## config.mk

```make
export PLATFORM = sky130hd
export DESIGN_NAME = wiegand_card_receiver_core
export DESIGN_NICKNAME = d
export VERILOG_FILES = /design/src/hw/rtl/wcr_pkg.sv /design/src/hw/rtl/wiegand_card_receiver_core.sv /design/src/hw/rtl/wcr_channel.sv
export SDC_FILE = /design/constraint.sdc
export NUM_CORES = 1
export LEC_CHECK = 0
export BUFFER_PORTS_ARGS = -buffer_cell sky130_fd_sc_hd__buf_2
export CAP_MARGIN = 30
export CORE_MARGIN = 5
export CORE_UTILIZATION = 55
export DETAILED_ROUTE_END_ITERATION = 10
export PLACE_DENSITY_LB_ADDON = 0.1
export RECOVER_POWER = 25
export REMOVE_ABC_BUFFERS = 1
export SKIP_LAST_GASP = 1
export SLEW_MARGIN = 15
export SYNTH_ARGS = -nofsm -noshare
export SYNTH_HDL_FRONTEND = slang
export SYNTH_SLANG_ARGS = --single-unit
```

## constraint.sdc

```tcl
create_clock -name clk -period 3.6 [get_ports clk]
set_clock_uncertainty 0.15 [all_clocks]
set_input_delay 0.36 -clock clk [delete_from_list [all_inputs] [get_ports clk]]
set_output_delay 0.36 -clock clk [all_outputs]
set_load 0.02 [all_outputs]
```

## src/hw/rtl/wcr_pkg.sv

```systemverilog
// Shared types, widths and codes for the Wiegand card receiver.
package wcr_pkg;

	localparam int READERS     = 2;
	localparam int CARD_BITS   = 26;
	localparam int CNT_W       = $clog2(CARD_BITS);
	localparam int TICK_W      = 8;
	localparam int CMD_W       = 2;
	localparam int RDR_W       = 1;
	localparam int CFG_IDX_W   = 1;

	localparam int IN_TDATA_W  = 8;
	localparam int IN_TUSER_W  = CMD_W + RDR_W;
	localparam int OUT_FIELD_W = CARD_BITS + 2 * READERS;
	localparam int OUT_TDATA_W = ((OUT_FIELD_W + 7) / 8) * 8;
	localparam int OUT_TUSER_W = 2;

	localparam logic [TICK_W-1:0] GAP_RESET = TICK_W'(10);
	localparam logic [TICK_W-1:0] LED_RESET = TICK_W'(10);

	localparam logic [CFG_IDX_W-1:0] REG_BIT_GAP = CFG_IDX_W'(0);
	localparam logic [CFG_IDX_W-1:0] REG_LED_OFF = CFG_IDX_W'(1);

	localparam logic [CMD_W-1:0] CMD_SAMPLE   = CMD_W'(0);
	localparam logic [CMD_W-1:0] CMD_BIT_TICK = CMD_W'(1);
	localparam logic [CMD_W-1:0] CMD_LED_TICK = CMD_W'(2);

	typedef enum logic [1:0] {
		SYM_IDLE = 2'd0,
		SYM_ZERO = 2'd1,
		SYM_ONE  = 2'd2
	} sym_t;

	typedef struct packed {
		logic [CMD_W-1:0] cmd;
		logic [RDR_W-1:0] reader;
		logic             d0;
		logic             d1;
	} item_t;

	typedef struct packed {
		logic [TICK_W-1:0] gap_ld;
		logic [TICK_W-1:0] led_ld;
	} cfg_t;

	typedef struct packed {
		logic                 done;
		logic [CARD_BITS-1:0] code;
		logic                 busy;
		logic                 led;
	} chan_out_t;

endpackage

```

## src/hw/rtl/wiegand_card_receiver_core.sv

```systemverilog
// Top level of the Wiegand 26-bit card receiver with its item pipeline.
//
// Use: line samples and timer ticks enter on the s_ stream. s_tuser holds the
// command (sample, bit tick, LED tick) and the reader; s_tdata holds DATA0 and
// DATA1. Every accepted item gives exactly one item on the m_ stream: the card
// flag and reader in m_tuser, the card code and the busy and LED masks in
// m_tdata, the masks showing the state after that item.
// An accepted item is held in the input register; once the output register is free
// or being taken, the channel logic updates the reader state and loads the output
// register, and the item's result then shows on m_.
// One item is taken every cycle while m_tready keeps the output flowing;
// the rate is set by the single pass through the per-reader channel logic.
// When m_tready is low the output register holds its item, the input register
// fills, and s_tready drops until the result is taken.
// Reset clears the valid flags of both pipeline registers, sets the gap and LED delays to 10
// ticks, all readers idle with no bits held and all LEDs on.
// cfg_we writes register cfg_index (0 gap ticks, 1 LED off ticks) from
// cfg_data; write only while no item is in flight.
module wiegand_card_receiver_core (
	input  logic                                clk,
	input  logic                                arst_n,
	input  logic                                s_tvalid,
	output logic                                s_tready,
	input  logic [wcr_pkg::IN_TDATA_W-1:0]      s_tdata,  // data0, data1, zero fill
	input  logic [wcr_pkg::IN_TUSER_W-1:0]      s_tuser,  // command[1:0], reader
	output logic                                m_tvalid,
	input  logic                                m_tready,
	output logic [wcr_pkg::OUT_TDATA_W-1:0]     m_tdata,  // card_code, busy_mask, led_mask, zero fill
	output logic [wcr_pkg::OUT_TUSER_W-1:0]     m_tuser,  // card_ready, card_reader
	input  logic                                cfg_we,
	input  logic [wcr_pkg::CFG_IDX_W-1:0]       cfg_index,
	input  logic [wcr_pkg::TICK_W-1:0]          cfg_data
);

	wcr_pkg::cfg_t                     cfg_q;
	wcr_pkg::item_t                    item_s1;
	logic                              v_s1, v_s2, adv;
	wcr_pkg::chan_out_t                res [wcr_pkg::READERS];
	logic                              ready_c;
	logic [wcr_pkg::RDR_W-1:0]         rdr_c;
	logic [wcr_pkg::CARD_BITS-1:0]     code_c;
	logic [wcr_pkg::READERS-1:0]       busy_c, led_c;
	logic [wcr_pkg::OUT_TDATA_W-1:0]   tdata_s2;
	logic [wcr_pkg::OUT_TUSER_W-1:0]   tuser_s2;

	assign adv      = v_s1 && (!v_s2 || m_tready);
	assign s_tready = !v_s1 || adv;

	always_ff @(posedge clk or negedge arst_n) begin
		if (!arst_n) begin
			cfg_q.gap_ld <= wcr_pkg::GAP_RESET;
			cfg_q.led_ld <= wcr_pkg::LED_RESET;
		end else if (cfg_we) begin
			unique case (cfg_index)
				wcr_pkg::REG_BIT_GAP: cfg_q.gap_ld <= cfg_data;
				wcr_pkg::REG_LED_OFF: cfg_q.led_ld <= cfg_data;
				default: ;
			endcase
		end
	end

	always_ff @(posedge clk or negedge arst_n) begin
		if (!arst_n) begin
			v_s1 <= 1'b0;
		end else if (s_tready) begin
			v_s1 <= s_tvalid;
		end
	end

	always_ff @(posedge clk) begin
		if (s_tready && s_tvalid) begin
			item_s1.cmd    <= s_tuser[wcr_pkg::CMD_W-1:0];
			item_s1.reader <= s_tuser[wcr_pkg::IN_TUSER_W-1:wcr_pkg::CMD_W];
			item_s1.d0     <= s_tdata[0];
			item_s1.d1     <= s_tdata[1];
		end
	end

	for (genvar r = 0; r < wcr_pkg::READERS; r++) begin : g_rdr
		wcr_channel u_chan (
			.clk    (clk),
			.arst_n (arst_n),
			.en     (adv),
			.sel    (item_s1.reader == wcr_pkg::RDR_W'(r)),
			.item   (item_s1),
			.cfg    (cfg_q),
			.res    (res[r])
		);
	end

	always_comb begin
		ready_c = 1'b0;
		rdr_c   = '0;
		code_c  = '0;
		for (int r = 0; r < wcr_pkg::READERS; r++) begin
			ready_c   = ready_c | res[r].done;
			code_c    = code_c | res[r].code;
			busy_c[r] = res[r].busy;
			led_c[r]  = res[r].led;
			if (res[r].done) begin
				rdr_c = wcr_pkg::RDR_W'(r);
			end
		end
	end

	always_ff @(posedge clk or negedge arst_n) begin
		if (!arst_n) begin
			v_s2 <= 1'b0;
		end else if (!v_s2 || m_tready) begin
			v_s2 <= v_s1;
		end
	end

	always_ff @(posedge clk) begin
		if (adv) begin
			tdata_s2 <= {{(wcr_pkg::OUT_TDATA_W - wcr_pkg::OUT_FIELD_W){1'b0}},
				led_c, busy_c, code_c};
			tuser_s2 <= {rdr_c, ready_c};
		end
	end

	assign m_tvalid = v_s2;
	assign m_tdata  = tdata_s2;
	assign m_tuser  = tuser_s2;

endmodule

```

## src/hw/rtl/wcr_channel.sv

```systemverilog
// Per-reader frame state: bit assembly, gap timer and LED delay.
module wcr_channel (
	input  logic              clk,
	input  logic              arst_n,
	input  logic              en,
	input  logic              sel,
	input  wcr_pkg::item_t    item,
	input  wcr_pkg::cfg_t     cfg,
	output wcr_pkg::chan_out_t res
);

	wcr_pkg::sym_t                  sym_q, sym_n, sym_new;
	logic [wcr_pkg::CNT_W-1:0]      cnt_q, cnt_n;
	logic [wcr_pkg::CNT_W:0]        cnt_inc;
	logic [wcr_pkg::CARD_BITS-1:0]  shift_q, shift_n;
	logic [wcr_pkg::TICK_W-1:0]     gap_q, gap_n;
	logic [wcr_pkg::TICK_W-1:0]     ledt_q, ledt_n;
	logic                           busy_q, busy_n;
	logic                           led_q, led_n;
	logic                           done;

	always_comb begin
		sym_n   = sym_q;
		cnt_n   = cnt_q;
		shift_n = shift_q;
		gap_n   = gap_q;
		ledt_n  = ledt_q;
		busy_n  = busy_q;
		led_n   = led_q;
		done    = 1'b0;
		sym_new = item.d0 ? wcr_pkg::SYM_ZERO : wcr_pkg::SYM_ONE;
		cnt_inc = {1'b0, cnt_q} + {{wcr_pkg::CNT_W{1'b0}}, 1'b1};
		case (item.cmd)
			wcr_pkg::CMD_SAMPLE: begin
				if (sel) begin
					if (item.d0 == item.d1) begin
						sym_n = wcr_pkg::SYM_IDLE;
					end else if (sym_q != sym_new) begin
						gap_n = cfg.gap_ld;
						shift_n[cnt_q] = item.d1;
						if (cnt_inc >= (wcr_pkg::CNT_W+1)'(wcr_pkg::CARD_BITS)) begin
							done   = 1'b1;
							busy_n = 1'b0;
							ledt_n = cfg.led_ld;
							cnt_n  = '0;
							sym_n  = wcr_pkg::SYM_IDLE;
						end else begin
							cnt_n  = cnt_inc[wcr_pkg::CNT_W-1:0];
							busy_n = 1'b1;
							sym_n  = sym_new;
						end
					end
				end
			end
			wcr_pkg::CMD_BIT_TICK: begin
				if (gap_q == '0) begin
					cnt_n  = '0;
					sym_n  = wcr_pkg::SYM_IDLE;
					busy_n = 1'b0;
				end else begin
					gap_n = gap_q - 1'b1;
				end
			end
			wcr_pkg::CMD_LED_TICK: begin
				if (ledt_q == '0) begin
					led_n = 1'b1;
				end else begin
					led_n  = 1'b0;
					ledt_n = ledt_q - 1'b1;
				end
			end
			default: ;
		endcase
	end

	always_ff @(posedge clk or negedge arst_n) begin
		if (!arst_n) begin
			sym_q   <= wcr_pkg::SYM_IDLE;
			cnt_q   <= '0;
			shift_q <= '0;
			gap_q   <= '0;
			ledt_q  <= '0;
			busy_q  <= 1'b0;
			led_q   <= 1'b1;
		end else if (en) begin
			sym_q   <= sym_n;
			cnt_q   <= cnt_n;
			shift_q <= shift_n;
			gap_q   <= gap_n;
			ledt_q  <= ledt_n;
			busy_q  <= busy_n;
			led_q   <= led_n;
		end
	end

	assign res.done = done;
	assign res.code = done ? shift_n : '0;
	assign res.busy = busy_n;
	assign res.led  = led_n;

endmodule

```

# Yosys cells after proc, flatten, opt, wreduce, memory -nomap -nowiden
# Cells that the tools add are included.
# Widths: inputs -> output; s select.
# classes
add_sub_neg,6
n_lt_le_gt_ge,6
n_eq_ne,20
mux,90
bitwise_logic,3
reduce_logical,25
# ops
op,count
$mux 26,10
$mux 8,18
$pmux 8 s2,4
$bwmux 26,2
$mux 5,10
$logic_not 8->1,4
$sub 8x1->8 const B,4
$mux 1,27
$or 26x26->26,1
$reduce_and 6->1,4
$mux 2,11
$pmux 5 s2,2
$ne 2x2->1 const B,7
$reduce_and 7->1,2
$add 5x1->6 const B,2
$ge 6x5->1 const B,2
$lt 5x6->1 const B,2
$ne 2x1->1 const B,6
$demux 1 s5,2
$ge 5x1->1 const B,2
$reduce_and 5->1,2
$pmux 2 s2,2
$ne 3x1->1 const B,2
$logic_and 1x1->1,4
other kinds (12),18
# word_totals
reg_bits,157
in_bits,25
out_inout_bits,36
wordCells,174

# Logic depth before layout (Yosys ltp)
# depth
depth_word,11
mapped_depth,10

# Cells and area by module
# From an unflattened synthesis, not the netlist that was laid out.
# unflattened
cells_unflattened,996
area_unflattened_um2,9372.7
# by_module_without_submodules
module,instances,cells_each,area_each_um2
wcr_channel at g_rdr[0].u_chan,1,441,3732.3
wcr_channel at g_rdr[1].u_chan,1,444,3602.2
wiegand_card_receiver_core,1,111,2038.2

# Worst setup path before layout
# Ideal clock, no wire load.
# synth_path
kind,register to register
startpoint,"register v_s2, in the netlist m_tvalid"
endpoint,register g_rdr[1].u_chan.shift_q[13] (netlist name)
setup_time_ps,125
arrival_ps,2386
setup_slack_ps,939
stages_incl_launch_ff,7
n_path_buf,1
synth_period_minus_slack_ps,2661
cell_sequence,dfrtp_1 > nand2b_1 > nand2_1 > clkinv_1 > clkbuf_1 > nand3_1 > mux2_2
# synth_via
elab_chain_len,3
# synth_rtl
item,line_no,source
"start, declared",wiegand_card_receiver_core.sv:37,"logic v_s1, v_s2, adv;"
"start signal, assigned",wiegand_card_receiver_core.sv:110,v_s2 <= v_s1;
$logic_not 1->1,wiegand_card_receiver_core.sv:46,assign adv = v_s1 && (!v_s2 || m_tready);
$logic_or 1x1->1,wiegand_card_receiver_core.sv:46,
$logic_and 1x1->1,wiegand_card_receiver_core.sv:46,
via adv,wiegand_card_receiver_core.sv:37,
"end signal, assigned",wcr_channel.sv:88,shift_q <= shift_n;
"end, declared",wcr_channel.sv:15,"logic [wcr_pkg::CARD_BITS-1:0] shift_q, shift_n;"
# The timed path passes the listed nets, and every way through them passes these cells.
# A chain may end at the register's enable or synchronous reset.

# Final worst setup path
# layout_path
startpoint,register g_rdr[0].u_chan.cnt_q[0] (netlist name)
endpoint,"register tdata_s2 (netlist bit m_tdata[21]), data pin"
# layout_via
elab_chain_len,11
word_cells_on_any_way,19
# layout_rtl
item,line_no,source
"start, declared",wcr_channel.sv:13,"logic [wcr_pkg::CNT_W-1:0] cnt_q, cnt_n;"
"start signal, assigned",wcr_channel.sv:87,cnt_q <= cnt_n;
"parallel branches: the longest is 9 deep, another holds $add 5x1->6",n/a,
$mux 26 *,wcr_channel.sv:97,assign res.code = done ? shift_n : '0;
$or 26x26->26 *,wiegand_card_receiver_core.sv:97,code_c = code_c | res[r].code;
"via code_c, one bit",wiegand_card_receiver_core.sv:41,logic [wcr_pkg::CARD_BITS-1:0] code_c;
"end signal, assigned",wiegand_card_receiver_core.sv:116,"tdata_s2 <= {{(wcr_pkg::OUT_TDATA_W - wcr_pkg::OUT_FIELD_W){1'b0}},"
"end, declared",wiegand_card_receiver_core.sv:43,logic [wcr_pkg::OUT_TDATA_W-1:0] tdata_s2;
# Mark *: on every way through the listed nets, which the timed path passes.

==> impl_metrics.toml <==
[outcome]
status = "finished, final reports clean"

[yosys]
synthTopCellsByArea = "dfrtp_1 33%, edfxtp_1 13%, mux2_2 10%"
synth_cells = 847
ys_warn_count = 0
synth_top_area_share_pct = 33.1
ys_seq_area_share_pct = 47.8
synth_top_flop_cell = "dfrtp_1"
synth-seq-cells = 157
synth_area_um2 = 8630
synth_area_leader_cell = "dfrtp_1"
synth-async-reset-ratio_pct = 76.4
synth_edf_count = 37
synth_cell_types = 67
synth.avg_cell_area_um2 = 10.2

[global_route]
antenna_found_initial = 0
overflow = 0
grt_pass1_wl_mm = 32.5
grt_max_degree = 105
grt_pass1_vias = 6475
grt_usage_pct = 22.3

[place]
dp.cells = 1078
place_congestion = 0.854
place_hpwl_mm = 13.3
io_buffers = 52
dpl_cell_area_um2 = 9090

[timing]
grt_setup_unrepaired = "no"
fin_crit_sh_pct = 82.5
fmax_mhz = 337
relSlewSlack_pct = 4.27
timing.hold.ws_ns = 0.0226
timing_hold_violations_final = 0
finalSetupViolCount = 0
slew_violations = 0
fin_crit_ns = 2.97
worst_pin_slew_ns = 1.44

[layout]
areaGrowthSynthToFinish_pct = 14.1
stdcell_area_um2 = 9840
layout_common_cells = "114 x dfrtp_1, 96 x nand2_1, 80 x mux2_2, 53 x nor2_1, 52 x mux2i_1"
final-instance-count-excl-fill = 1118
fillCellCount = 1259
diodes = 0
final_common_cell = "dfrtp_1"
layout-drive-gt1-share_pct = 22.1
finalNetCount = 935

[worst_setup_path]
crit_fanout = 21
r2r-start = "g_rdr[0].u_chan.cnt_q[0]$_DFFE_PN0P_"
r2r_slack_ns = 0.63
crit_required_ns = 3.61
path_cells = "inv_1, ha_1, a2bb2oi_1, o21ai_0, a21oi_1, or2_2, nand3_2, buf_4, o22ai_1"
cp_slowest_stage_delay_ns = 0.51
start_kind = "register"
crit_slowest_cell = "dfrtp_1"
crit_path_end_kind = "register"
path_class = "reg2reg"
reg2reg_depth = 9
cp.arrival_ns = 2.98
r2r-end = "m_tdata[21]$_DFFE_PP_"

[min_path]
min_from = "cfg_data[5]"
holdPathStages = 2
hold_class = "in2reg"
hold_end = "cfg_q[5]$_DFFE_PN0P_"

[pwr]
vdd_ir_drop_max_v = 0.000444
pwr-share-comb_pct = 20.6
switching_share_pct = 29.9
internal_power_mw = 3.96
pwr-share-seq_pct = 42.5
power.density_nw_per_um2 = 574
p_leak_nw = 4.15
clkPwrFrac_pct = 36.9
switchingPower_mw = 1.69
total_power_mw = 5.65

[drt]
ant_nets = 0
first_pass_iters = 5
vias = 6586
wirelength_mm = 20.0
post_drt_via_cell_ratio = 5.89
wl_per_cell_um = 17.9
drc = 0
drtIter0Drc = 377

[floorplanning]
ios = 61
die_x_um = 135
fp.coreArea_um2 = 15300
initial_utilization_pct = 56.3
die_y_um = 135
rows = 45
floorplan.die_area_um2 = 18300

[clock_network]
cts-root-buf = "clkbuf_16"
cts.sinks = 157
cts_buffer_depth = 2
clkTransAtPathRegs_ns = 0.06
cts-resized-gates = 0
cts.htree.levels = 4
clock_latency_ns = 0.44
cts_tree = "yes"
cts_buffers = 17

[run]
maxCapViolCount = 0
cell type report:
class                   instances  area [um^2]  share of cell area (%)
well taps                     211          264                    2.68
inverters                      24         90.1                   0.915
flip-flops and latches        157         4120                    41.9
clock inverters                10          206                    2.10
multi-input cells             612         4170                    42.4
clock buffers                  22          475                    4.83
repair buffers                 82          509                    5.17
worst max-delay path, delay by kind of cell, from the launching register on:
kind | cells | cell delay [ns]
simple gates | 2 | 0.60
fa+ha+maj | 1 | 0.34
buf+inv | 2 | 0.42
flops | 1 | 0.51
compound gates | 4 | 0.66
through the flow:
stage | worst slack [ns] | utilization, % | setup TNS [ns]
floorplan | -0.423 | - | -22.59
global placement | 0.800 | 59.4 | 0
detailed placement | 0.678 | 59.4 | 0
CTS | 0.647 | 64.3 | 0
global route | 0.430 | 64.3 | 0
finish | 0.631 | 64.3 | 0
cell families after synthesis:
| kind of cell | count (synthesis) | share of synthesized area [%] |
|---|---|---|
| adder cells (fa/ha/maj) | 16 | 2.32 |
| XOR/XNOR | 6 | 0.609 |
| AO/OA/AOI/OAI | 151 | 11.8 |
| buffers and inverters | 79 | 3.87 |
| flip-flops | 157 | 47.8 |
| other | 1 | 0.0435 |
| multiplexers | 132 | 16.5 |
| AND/OR/NAND/NOR | 305 | 17.1 |
how the worst max path moves through the flow:
stage                                               startpoint                                   end
after floorplan                           item_s1[0]$_DFFE_PP_                 m_tdata[17]$_DFFE_PP_
after global placement    g_rdr[0].u_chan.cnt_q[0]$_DFFE_PN0P_                 m_tdata[23]$_DFFE_PP_
after detailed placement  g_rdr[0].u_chan.cnt_q[0]$_DFFE_PN0P_                 m_tdata[21]$_DFFE_PP_
after CTS                 g_rdr[0].u_chan.cnt_q[0]$_DFFE_PN0P_                 m_tdata[21]$_DFFE_PP_
after global routing      g_rdr[0].u_chan.gap_q[0]$_DFFE_PN0P_  g_rdr[0].u_chan.gap_q[3]$_DFFE_PN0P_
final                     g_rdr[0].u_chan.cnt_q[0]$_DFFE_PN0P_                 m_tdata[21]$_DFFE_PP_
what timing repair did:
item	CTS	global route
hold buffers	7	0
hold endpoints to repair	58	0
buffers inserted	0	0
registers in the layout, indices dropped and copies added (netlist names), 2 cells and up:
signal                cells
m_tuser                   2
g_rdr.u_chan.led_q        2
cfg_q                    16
m_tdata                  30
g_rdr.u_chan.gap_q       16
g_rdr.u_chan.sym_q        4
g_rdr.u_chan.shift_q     52
item_s1                   5
g_rdr.u_chan.ledt_q      16
g_rdr.u_chan.cnt_q       10
g_rdr.u_chan.busy_q       2
power groups by stage:
stage / clock network [mW] / logic, mW / registers, mW
2_1_floorplan: 0 / 0.808 / 2.39
3_3_place_gp: 0 / 1.09 / 2.40
3_5_place_dp: 0 / 1.15 / 2.42
4_1_cts: 2.11 / 1.17 / 2.39
5_1_grt: 2.19 / 1.30 / 2.43
6_report: 2.09 / 1.16 / 2.40
layer usage:
layer	part of all wire, %	GRT usage (%)	wire length [um]	up-vias
li1	-	-	-	3155
met1	43	28.2	8610	3258
met2	51	38.3	10300	143
met3	3.9	4.72	791	30
met4	1.8	7.50	363	0
met5	0	0	0	-
cell usage after synthesis (all sizes together) (14+ instances only):
master and instances:
dfrtp 114, nand2 96, mux2 80, nor2 53, mux2i 52, nor3 50
nand3 43, o21ai 43, clkbuf 37, edfxtp 37, o22ai 33, inv 23
a21oi 20, buf 18, ha 16, nand2b 14
Note: power is estimated with default switching activity, not from simulation.
